File: src/rtl/cds_pkg.sv
`timescale 1ns / 1ps
// ----------------------------------------------------------------------------
// cds_pkg
// Shared codes and controller/datapath interface types for the c-scan
// disk arm scheduler.
// ----------------------------------------------------------------------------
package cds_pkg;

   localparam int STATUS_BITS = 3;

   // word kinds on the request side
   localparam logic KIND_REQUEST = 1'b0;
   localparam logic KIND_RELEASE = 1'b1;

   // result status codes
   localparam logic [STATUS_BITS-1:0] ST_GRANTED = 3'd0;
   localparam logic [STATUS_BITS-1:0] ST_QUEUED  = 3'd1;
   localparam logic [STATUS_BITS-1:0] ST_FULL    = 3'd2;
   localparam logic [STATUS_BITS-1:0] ST_HANDED  = 3'd3;
   localparam logic [STATUS_BITS-1:0] ST_IDLE    = 3'd4;

   typedef struct packed {
      logic capture;     // latch request word, clear scan results
      logic scan_issue;  // read slot at scan index, advance index
      logic commit;      // update queue state, load result register
   } cmd_type;

   typedef struct packed {
      logic grant_fast;  // incoming word is a request and the disk is free
      logic idx_last;    // scan index sits on the last slot
   } stat_type;

endpackage

File: src/rtl/cds_ctrl.sv
`timescale 1ns / 1ps
// ----------------------------------------------------------------------------
// cds_ctrl
// Sequencer for the scheduler: accepts a word, runs the slot scan when
// needed and hands the result to the output register.
// ----------------------------------------------------------------------------
module cds_ctrl
   import cds_pkg::*;
(
   input  logic     clock,
   input  logic     reset,
   input  logic     req_tvalid,
   output logic     req_tready,
   output logic     rsp_tvalid,
   input  logic     rsp_tready,
   output cmd_type  cmd,
   input  stat_type stat
);

   localparam logic [1:0] S_IDLE   = 2'd0;
   localparam logic [1:0] S_SCAN   = 2'd1;
   localparam logic [1:0] S_DRAIN  = 2'd2;
   localparam logic [1:0] S_FINISH = 2'd3;

   logic [1:0] state_ff, state_in;
   logic       out_valid_ff, out_valid_in;

   assign req_tready = (state_ff == S_IDLE);
   assign rsp_tvalid = out_valid_ff;

   always_comb begin
      state_in     = state_ff;
      out_valid_in = out_valid_ff && !rsp_tready;
      cmd          = '0;
      unique case (state_ff)
         S_IDLE: begin
            if (req_tvalid) begin
               cmd.capture = 1'b1;
               state_in    = stat.grant_fast ? S_FINISH : S_SCAN;
            end
         end
         S_SCAN: begin
            cmd.scan_issue = 1'b1;
            if (stat.idx_last) begin
               state_in = S_DRAIN;
            end
         end
         S_DRAIN: begin
            // last slot read is evaluated here
            state_in = S_FINISH;
         end
         S_FINISH: begin
            if (!out_valid_ff || rsp_tready) begin
               cmd.commit   = 1'b1;
               out_valid_in = 1'b1;
               state_in     = S_IDLE;
            end
         end
         default: begin
            state_in = S_IDLE;
         end
      endcase
   end

   always_ff @(posedge clock) begin
      if (reset) begin
         state_ff     <= S_IDLE;
         out_valid_ff <= 1'b0;
      end else begin
         state_ff     <= state_in;
         out_valid_ff <= out_valid_in;
      end
   end

endmodule

File: src/rtl/cds_datapath.sv
`timescale 1ns / 1ps
// ----------------------------------------------------------------------------
// cds_datapath
// Slot queue (valid and upper bits in flops, requester and track in a
// memory), sweep state, scan comparators and the result register.
// ----------------------------------------------------------------------------
module cds_datapath
   import cds_pkg::*;
#(
   parameter int QUEUE_DEPTH = 16,
   parameter int TRACK_BITS  = 16,
   parameter int ID_BITS     = 8
)
(
   input  logic                   clock,
   input  logic                   reset,
   input  cmd_type                cmd,
   output stat_type               stat,
   input  logic                   req_kind,
   input  logic [ID_BITS-1:0]     req_id,
   input  logic [TRACK_BITS-1:0]  req_track,
   output logic [STATUS_BITS-1:0] rsp_status,
   output logic [ID_BITS-1:0]     rsp_grant_id,
   output logic [TRACK_BITS-1:0]  rsp_grant_track,
   output logic                   rsp_busy
);

   localparam int IDX_W = $clog2(QUEUE_DEPTH);
   localparam int MEM_W = ID_BITS + TRACK_BITS;

   // slot memory: {requester, track}
   logic [MEM_W-1:0] slot_mem [QUEUE_DEPTH];
   logic             mem_we;
   logic [IDX_W-1:0] mem_wa;
   logic [MEM_W-1:0] mem_wd;
   logic [MEM_W-1:0] mem_rd_ff;

   logic [QUEUE_DEPTH-1:0] vld_ff, vld_in;
   logic [QUEUE_DEPTH-1:0] up_ff, up_in;
   logic                   held_ff, held_in;
   logic [TRACK_BITS-1:0]  last_ff, last_in;

   // captured word
   logic                  kind_ff, kind_in;
   logic [ID_BITS-1:0]    id_ff, id_in;
   logic [TRACK_BITS-1:0] trk_ff, trk_in;

   // scan pipeline
   logic [IDX_W-1:0] idx_ff, idx_in;
   logic             pipe_ff, pipe_in;
   logic [IDX_W-1:0] e_idx_ff, e_idx_in;
   logic             e_vld_ff, e_vld_in;
   logic             e_up_ff, e_up_in;

   // scan results
   logic                  free_found_ff, free_found_in;
   logic [IDX_W-1:0]      free_idx_ff, free_idx_in;
   logic                  up_found_ff, up_found_in;
   logic [IDX_W-1:0]      up_idx_ff, up_idx_in;
   logic [ID_BITS-1:0]    up_id_ff, up_id_in;
   logic [TRACK_BITS-1:0] up_trk_ff, up_trk_in;
   logic                  all_found_ff, all_found_in;
   logic [IDX_W-1:0]      all_idx_ff, all_idx_in;
   logic [ID_BITS-1:0]    all_id_ff, all_id_in;
   logic [TRACK_BITS-1:0] all_trk_ff, all_trk_in;

   // result register
   logic [STATUS_BITS-1:0] st_ff, st_in;
   logic [ID_BITS-1:0]     gid_ff, gid_in;
   logic [TRACK_BITS-1:0]  gtrk_ff, gtrk_in;
   logic                   busy_ff, busy_in;

   logic [ID_BITS-1:0]    rd_id;
   logic [TRACK_BITS-1:0] rd_trk;
   logic [IDX_W-1:0]      sel_idx;
   logic [ID_BITS-1:0]    sel_id;
   logic [TRACK_BITS-1:0] sel_trk;

   assign rd_id  = mem_rd_ff[MEM_W-1:TRACK_BITS];
   assign rd_trk = mem_rd_ff[TRACK_BITS-1:0];

   // lowest smallest upper entry, or after the wrap the lowest smallest entry
   assign sel_idx = up_found_ff ? up_idx_ff : all_idx_ff;
   assign sel_id  = up_found_ff ? up_id_ff  : all_id_ff;
   assign sel_trk = up_found_ff ? up_trk_ff : all_trk_ff;

   assign stat.grant_fast = (req_kind == KIND_REQUEST) && !held_ff;
   assign stat.idx_last   = (idx_ff == IDX_W'(QUEUE_DEPTH - 1));

   assign rsp_status      = st_ff;
   assign rsp_grant_id    = gid_ff;
   assign rsp_grant_track = gtrk_ff;
   assign rsp_busy        = busy_ff;

   always_comb begin
      vld_in        = vld_ff;
      up_in         = up_ff;
      held_in       = held_ff;
      last_in       = last_ff;
      kind_in       = kind_ff;
      id_in         = id_ff;
      trk_in        = trk_ff;
      idx_in        = idx_ff;
      pipe_in       = cmd.scan_issue;
      e_idx_in      = e_idx_ff;
      e_vld_in      = e_vld_ff;
      e_up_in       = e_up_ff;
      free_found_in = free_found_ff;
      free_idx_in   = free_idx_ff;
      up_found_in   = up_found_ff;
      up_idx_in     = up_idx_ff;
      up_id_in      = up_id_ff;
      up_trk_in     = up_trk_ff;
      all_found_in  = all_found_ff;
      all_idx_in    = all_idx_ff;
      all_id_in     = all_id_ff;
      all_trk_in    = all_trk_ff;
      st_in         = st_ff;
      gid_in        = gid_ff;
      gtrk_in       = gtrk_ff;
      busy_in       = busy_ff;
      mem_we        = 1'b0;
      mem_wa        = free_idx_ff;
      mem_wd        = {id_ff, trk_ff};

      if (cmd.capture) begin
         kind_in       = req_kind;
         id_in         = req_id;
         trk_in        = req_track;
         idx_in        = '0;
         free_found_in = 1'b0;
         up_found_in   = 1'b0;
         all_found_in  = 1'b0;
      end

      if (cmd.scan_issue) begin
         idx_in   = idx_ff + IDX_W'(1);
         e_idx_in = idx_ff;
         e_vld_in = vld_ff[idx_ff];
         e_up_in  = up_ff[idx_ff];
      end

      // one slot evaluated per cycle, a step behind the memory read
      if (pipe_ff) begin
         if (!e_vld_ff && !free_found_ff) begin
            free_found_in = 1'b1;
            free_idx_in   = e_idx_ff;
         end
         if (e_vld_ff && (!all_found_ff || (rd_trk < all_trk_ff))) begin
            all_found_in = 1'b1;
            all_idx_in   = e_idx_ff;
            all_id_in    = rd_id;
            all_trk_in   = rd_trk;
         end
         if (e_vld_ff && e_up_ff && (!up_found_ff || (rd_trk < up_trk_ff))) begin
            up_found_in = 1'b1;
            up_idx_in   = e_idx_ff;
            up_id_in    = rd_id;
            up_trk_in   = rd_trk;
         end
      end

      if (cmd.commit) begin
         gid_in  = '0;
         gtrk_in = '0;
         if (kind_ff == KIND_REQUEST) begin
            priority if (!held_ff) begin
               held_in = 1'b1;
               last_in = trk_ff;
               st_in   = ST_GRANTED;
               gid_in  = id_ff;
               gtrk_in = trk_ff;
            end else if (free_found_ff) begin
               vld_in[free_idx_ff] = 1'b1;
               up_in[free_idx_ff]  = (trk_ff >= last_ff);
               mem_we              = 1'b1;
               st_in               = ST_QUEUED;
            end else begin
               st_in = ST_FULL;
            end
         end else begin
            if (all_found_ff) begin
               // no upper entry left: the sweep wraps
               if (!up_found_ff) begin
                  up_in = '1;
               end
               vld_in[sel_idx] = 1'b0;
               held_in         = 1'b1;
               last_in         = sel_trk;
               st_in           = ST_HANDED;
               gid_in          = sel_id;
               gtrk_in         = sel_trk;
            end else begin
               held_in = 1'b0;
               st_in   = ST_IDLE;
            end
         end
         busy_in = held_in;
      end
   end

   always_ff @(posedge clock) begin
      if (mem_we) begin
         slot_mem[mem_wa] <= mem_wd;
      end
      mem_rd_ff <= slot_mem[idx_ff];
   end

   always_ff @(posedge clock) begin
      if (reset) begin
         vld_ff        <= '0;
         held_ff       <= 1'b0;
         last_ff       <= '0;
         pipe_ff       <= 1'b0;
         idx_ff        <= '0;
         free_found_ff <= 1'b0;
         up_found_ff   <= 1'b0;
         all_found_ff  <= 1'b0;
      end else begin
         vld_ff        <= vld_in;
         held_ff       <= held_in;
         last_ff       <= last_in;
         pipe_ff       <= pipe_in;
         idx_ff        <= idx_in;
         free_found_ff <= free_found_in;
         up_found_ff   <= up_found_in;
         all_found_ff  <= all_found_in;
      end
   end

   always_ff @(posedge clock) begin
      up_ff       <= up_in;
      kind_ff     <= kind_in;
      id_ff       <= id_in;
      trk_ff      <= trk_in;
      e_idx_ff    <= e_idx_in;
      e_vld_ff    <= e_vld_in;
      e_up_ff     <= e_up_in;
      free_idx_ff <= free_idx_in;
      up_idx_ff   <= up_idx_in;
      up_id_ff    <= up_id_in;
      up_trk_ff   <= up_trk_in;
      all_idx_ff  <= all_idx_in;
      all_id_ff   <= all_id_in;
      all_trk_ff  <= all_trk_in;
      st_ff       <= st_in;
      gid_ff      <= gid_in;
      gtrk_ff     <= gtrk_in;
      busy_ff     <= busy_in;
   end

endmodule

File: src/rtl/c_scan_disk_arm_scheduler.sv
`timescale 1ns / 1ps
// ----------------------------------------------------------------------------
// c_scan_disk_arm_scheduler
// Grants one disk to requesters in one-way elevator (c-scan) order.
// ----------------------------------------------------------------------------
// Each request or release word yields exactly one response word. A request
// that finds the disk free goes from S_IDLE straight to S_FINISH; every
// other word walks the slot queue one slot per cycle through the read port
// of the slot memory, through S_SCAN and S_DRAIN. One word is worked on at a
// time; the next word can be taken while the previous response still waits
// in the output register. A release grants the waiting upper entry with the
// smallest track (lowest slot on a tie), turning all lower entries upper
// first if none is upper. There is no owner check on a release.
// ----------------------------------------------------------------------------
module c_scan_disk_arm_scheduler
   import cds_pkg::*;
#(
   parameter int QUEUE_DEPTH = 16,
   parameter int TRACK_BITS  = 16,
   parameter int ID_BITS     = 8
)
(
   input  logic                   clock,
   input  logic                   reset,
   input  logic                   req_tvalid,
   output logic                   req_tready,
   // requester_id, track
   input  logic [((ID_BITS+TRACK_BITS+7)/8)*8-1:0]   req_tdata,
   // kind
   input  logic                   req_tuser,
   output logic                   rsp_tvalid,
   input  logic                   rsp_tready,
   // grant_id, grant_track, busy_res
   output logic [((ID_BITS+TRACK_BITS+1+7)/8)*8-1:0] rsp_tdata,
   // status
   output logic [STATUS_BITS-1:0] rsp_tuser
);

   localparam int RSP_W = ((ID_BITS + TRACK_BITS + 1 + 7) / 8) * 8;

   cmd_type               cmd;
   stat_type              stat;
   logic [ID_BITS-1:0]    grant_id;
   logic [TRACK_BITS-1:0] grant_track;
   logic                  busy_res;

   cds_ctrl u_ctrl (
      .clock      (clock),
      .reset      (reset),
      .req_tvalid (req_tvalid),
      .req_tready (req_tready),
      .rsp_tvalid (rsp_tvalid),
      .rsp_tready (rsp_tready),
      .cmd        (cmd),
      .stat       (stat)
   );

   cds_datapath #(
      .QUEUE_DEPTH (QUEUE_DEPTH),
      .TRACK_BITS  (TRACK_BITS),
      .ID_BITS     (ID_BITS)
   ) u_datapath (
      .clock           (clock),
      .reset           (reset),
      .cmd             (cmd),
      .stat            (stat),
      .req_kind        (req_tuser),
      .req_id          (req_tdata[ID_BITS-1:0]),
      .req_track       (req_tdata[ID_BITS+TRACK_BITS-1:ID_BITS]),
      .rsp_status      (rsp_tuser),
      .rsp_grant_id    (grant_id),
      .rsp_grant_track (grant_track),
      .rsp_busy        (busy_res)
   );

   assign rsp_tdata = RSP_W'({busy_res, grant_track, grant_id});

endmodule

File: config.mk
export PLATFORM = sky130hd
export DESIGN_NAME = c_scan_disk_arm_scheduler
export DESIGN_NICKNAME = d
export VERILOG_FILES = /design/src/rtl/cds_pkg.sv /design/src/rtl/cds_ctrl.sv /design/src/rtl/cds_datapath.sv /design/src/rtl/c_scan_disk_arm_scheduler.sv
export SDC_FILE = /design/constraint.sdc
export NUM_CORES = 1
export LEC_CHECK = 0
export BUFFER_PORTS_ARGS = -buffer_cell sky130_fd_sc_hd__buf_2
export CORE_MARGIN = 1.5
export CORE_UTILIZATION = 42
export CTS_BUF_LIST = sky130_fd_sc_hd__clkbuf_8
export DETAILED_ROUTE_END_ITERATION = 16
export GPL_ROUTABILITY_DRIVEN = 0
export PLACE_DENSITY = 0.63
export SLEW_MARGIN = 20
export SYNTH_ARGS = -nofsm -noshare
export SYNTH_HDL_FRONTEND = slang
export SYNTH_SLANG_ARGS = --single-unit
export TNS_END_PERCENT = 5
File: constraint.sdc
create_clock -name clock -period 9.5 [get_ports clock]
set_input_delay 1.9 -clock clock [delete_from_list [all_inputs] [get_ports clock]]
set_output_delay 1.9 -clock clock [all_outputs]
set_load 0.1 [all_outputs]
==> results.md <==
Run status:
- The run finished with clean final reports.

Synthesis:
- For this run, the leading register cell type out of synthesis is edfxtp_1.
- The share of the Yosys chip area taken by registers is 0.7156.
- Yosys attributes the largest share of cell area to edfxtp_1 (66%), mux4_2 (9.9%), dfxtp_1 (5.7%), ha_1 (2.7%), mux2i_1 (2.3%).
- The proportion of register bits with asynchronous set or reset after synthesis is 0.
- In the synthesized netlist, the number of instances is between 1k and 1.5k.
- The post-synthesis cell type with the largest combined area is edfxtp_1.
- In the synthesized netlist, the cells that appear most often are edfxtp_1 (519), mux4_2 (104), nor2_1 (83).
- A synthesized cell averages around 17 um2.
- The distinct cell type count of the synthesized netlist is 53.
- The number of warnings printed during yosys synthesis is 0.
- The post-synthesis register bit count is 587.
- In this run, synthesis inferred a little over 500 flip-flops with an integrated enable.
- The most common cell in the synthesized netlist is edfxtp_1.
- The area share of the largest cell type after synthesis is 0.6581.
- In this run the cell area of the synthesized design comes to 0.02368 mm2.

Critical path:
- The maximum fanout along the worst path is 24.
- The arrival time of data at the critical path endpoint is 4.32 ns.
- The worst path required time is 9.78 ns.
- The total buffers and inverters traversed by the critical path is 1.
- The critical path goes through buf_2 -> nand2b_1 -> nand4_2 -> or3_1 -> nor2_4.
- Counting cells, the worst reg-to-reg path comes to 5.
- The library cell contributing the largest single delay on the critical path is or3_1.
- The number of gates on the worst path with buffers counted is 5.
- The maximum single-stage delay on the critical path is ~0.72 ns.
- Setup slack on the worst reg-to-reg path comes out at about 6.1 ns.
- The cell class contributing the biggest share of worst-path delay is simple AND/OR/NAND/NOR gates.
- The category of the critical setup timing path is in -> reg.
- The critical path capture point type is a flop.
- The worst setup path is launched from an input pin.

Detailed routing:
- The average vias per placed instance is between 5 and 6.
- For this run, design rule violations remaining after detail routing come to 0.
- The first-pass detailed-route iteration total is 5.
- The post-detailed-route wirelength per cell is 22.81 um.
- The final antenna-violating net count is 0.
- The sum of routed wire length over all layers is ~53000 um.
- The detailed router finished its first iteration with 928 violations.
- Across all layers, the routed design uses ~13k vias.

CTS:
- Hold repair after CTS inserted 0 buffers.
- The total clock sinks is approximately 600.
- In this run, CTS created clock tree buffers numbering 95.
- After clock tree synthesis, the clock-pin slew on the worst setup and hold paths is roughly 0.06 ns.
- At the later pin of the worst-skew pair, clock insertion delay measures around 0.66 ns.
- The clock tree from TritonCTS is built.
- Once the clock tree was built, the resizer swapped 0 gates to a different size.
- The buffer cell driving the clock tree root is clkbuf_8.
- CTS built an H-tree with a depth of 3.
- The total setup buffers inserted after CTS is 0.
- The maximum number of buffers from clock root to sink is 3.

Timing:
- The count of endpoints failing hold in the final timing report is 0.
- The tightest hold path in the finished design has a slack of around 0.42 ns.
- At the pin with the least slew margin, the transition time is between 0.9 and 1 ns.
- Setup repair after global routing left no endpoint under its margin.
- Across the routed clock network, the largest skew measured is ~0.023 ns.
- After routing, the total negative slack on setup checks comes to 0 ns.
- In the finished design, the share of the clock period the worst path needs comes to 0.4254.
- Setup violations remaining at the end of the flow were counted as 0.
- The maximum frequency from static timing analysis is about 250 MHz.
- The worst slew margin relative to its limit is 0.3517.
- The count of pins over their slew limit is 0.
- The routed design could run at a clock period as short as about 4 ns.

Final layout:
- The layout overhead on the synthesized area is 12.45%.
- The final layout contains between 1.5k and 2k nets.
- The repair_antennas step left the layout with diodes totalling 0.
- The share of post-route cells with drive strength above 1 is 0.2363.
- The finished layout holds ~2.3k standard cells, fillers aside.
- The layout has ~4.7k filler cells.

Power and ir drop:
- The switching share of power is 0.2906.
- The switching power is roughly 1.8 mW.
- The part of the power in combinational logic is 0.172.
- The total chip power is 6.312 mW.
- The portion of total power attributed to the clock network is 0.320.
- The internal power of the cells totals 4.478 mW.
- The power density over the cells is about 240 mW/mm2.
- VDD sags by at most approximately 0.14 mV.
- Summed over all cells, the static leakage comes to between 8 and 9 nW.
- The part of the total power dissipated in sequential elements is 0.507.

Place:
- Buffers placed on the I/O ports in this run total 58.
- The post-detailed-placement half-perimeter wirelength is between 30000 and 40000 um.
- In this run, placement finished with an instance count of between 2k and 2.5k.

Global route:
- The maximum number of pins on one net before global-route repair is 58.
- The overall global routing resource usage is 0.1884.
- Global routing finished with a remaining overflow of 0.
- The number of antenna violations at the first check in global routing came to 0.
- The global-route wire length before repair is between 70000 and 80000 um.
- The number of global-route vias before repair is between 10k and 15k.

Die:
- The die width is 240.5 um.
- The total number of placement rows is 86.
- The count of pins on the block boundary is 66.
- The die covers 0.05782 mm2.
- For this configuration, the core starts out at a cell density of 0.4273.
- The core region area is about 0.055 mm2.
- The die is around 240 um tall.

Job:
- The tool flagged a number of max-cap violations equal to 0.

Min path:
- Along the worst hold path, the cell count comes to 0.
- The class of the tightest hold or removal check is reg -> reg.
[cell usage in the layout, fill, tap and decap left out, types with 36 or more instances in the layout]
master and count:
a21oi_1 80, buf_2 58, clkbuf_8 101, dfxtp_1 63
edfxtp_1 519, ha_1 51, inv_1 88, mux2i_1 54
mux4_2 104, nand2_1 41, nor2_1 74, o21ai_0 36
[area by class of cell]
class	instances	area [um2]	share of cell area
Sequential cell	587	16960	0.6369
Multi-Input combinational cell	654	6220	0.2336
Clock buffer	101	1390	0.05220
Tap cell	748	935.9	0.03514
Timing Repair Buffer	92	545.5	0.02048
Clock inverter	74	361.6	0.01358
Inverter	58	217.7	0.008175
[state kept, by name (all words and copies together), names as in the netlist, 16 cells and up]
register	count
u_datapath.trk_ff	16
u_datapath.all_trk_ff	16
u_datapath.up_trk_ff	16
u_datapath.mem_rd_ff	24
u_datapath.rsp_grant_track	16
u_datapath.up_ff	16
u_datapath.last_ff	16
u_datapath.slot_mem	384
u_datapath.vld_ff	16
[metal layers]
metal,part of all wire,vias up,GRT usage,wire [um]
li1,-,5645,-,-
met1,0.44,6410,0.2529,23190
met2,0.48,390,0.3057,25300
met3,0.062,82,0.04615,3252
met4,0.020,0,0.05222,1042
met5,0,-,0,0
[power by group through the flow]
stage	Combinational, mW	Clock (mW)	Sequential, mW
final	1.09	2.02	3.20
after global routing	1.19	2.18	3.22
after CTS	1.11	2.08	3.20
after detailed placement	1.10	0	3.26
after global placement	1.08	0	3.25
after floorplan	0.724	0	3.31
[kinds of logic (layout without fill, tap and decap cells)]
family,after synthesis,after routing,share of synthesized area
other,1,7,0.0001584
flip-flops,587,587,0.7156
AO/OA/AOI/OAI,206,206,0.05865
buffers and inverters,137,325,0.02885
multiplexers,158,158,0.1217
AND/OR/NAND/NOR,232,232,0.04808
adder cells (fa/ha/maj),51,51,0.02695
[metrics by stage]
step                      utilization  cell area [um2]  worst slack, ns
after floorplan                     -            23700            5.035
after detailed placement       0.4489            24870            4.803
after global placement         0.4489            24870            4.795
final                          0.4806            26630            5.459
after CTS                      0.4805            26630            5.507
after global routing           0.4806            26630            5.397
[worst paths after layout]
kind,startpoint,to
max,rsp_tready,u_datapath.slot_mem[8][8]$_DFFE_PP_
min,u_datapath.mem_rd_ff[21]$_DFF_P_,u_datapath.all_id_ff[5]$_DFFE_PP_
max reg2reg,u_datapath.kind_ff$_DFFE_PP_,u_datapath.slot_mem[8][8]$_DFFE_PP_
min reg2reg,u_datapath.mem_rd_ff[21]$_DFF_P_,u_datapath.all_id_ff[5]$_DFFE_PP_
Power figures use the tool's default switching activity.
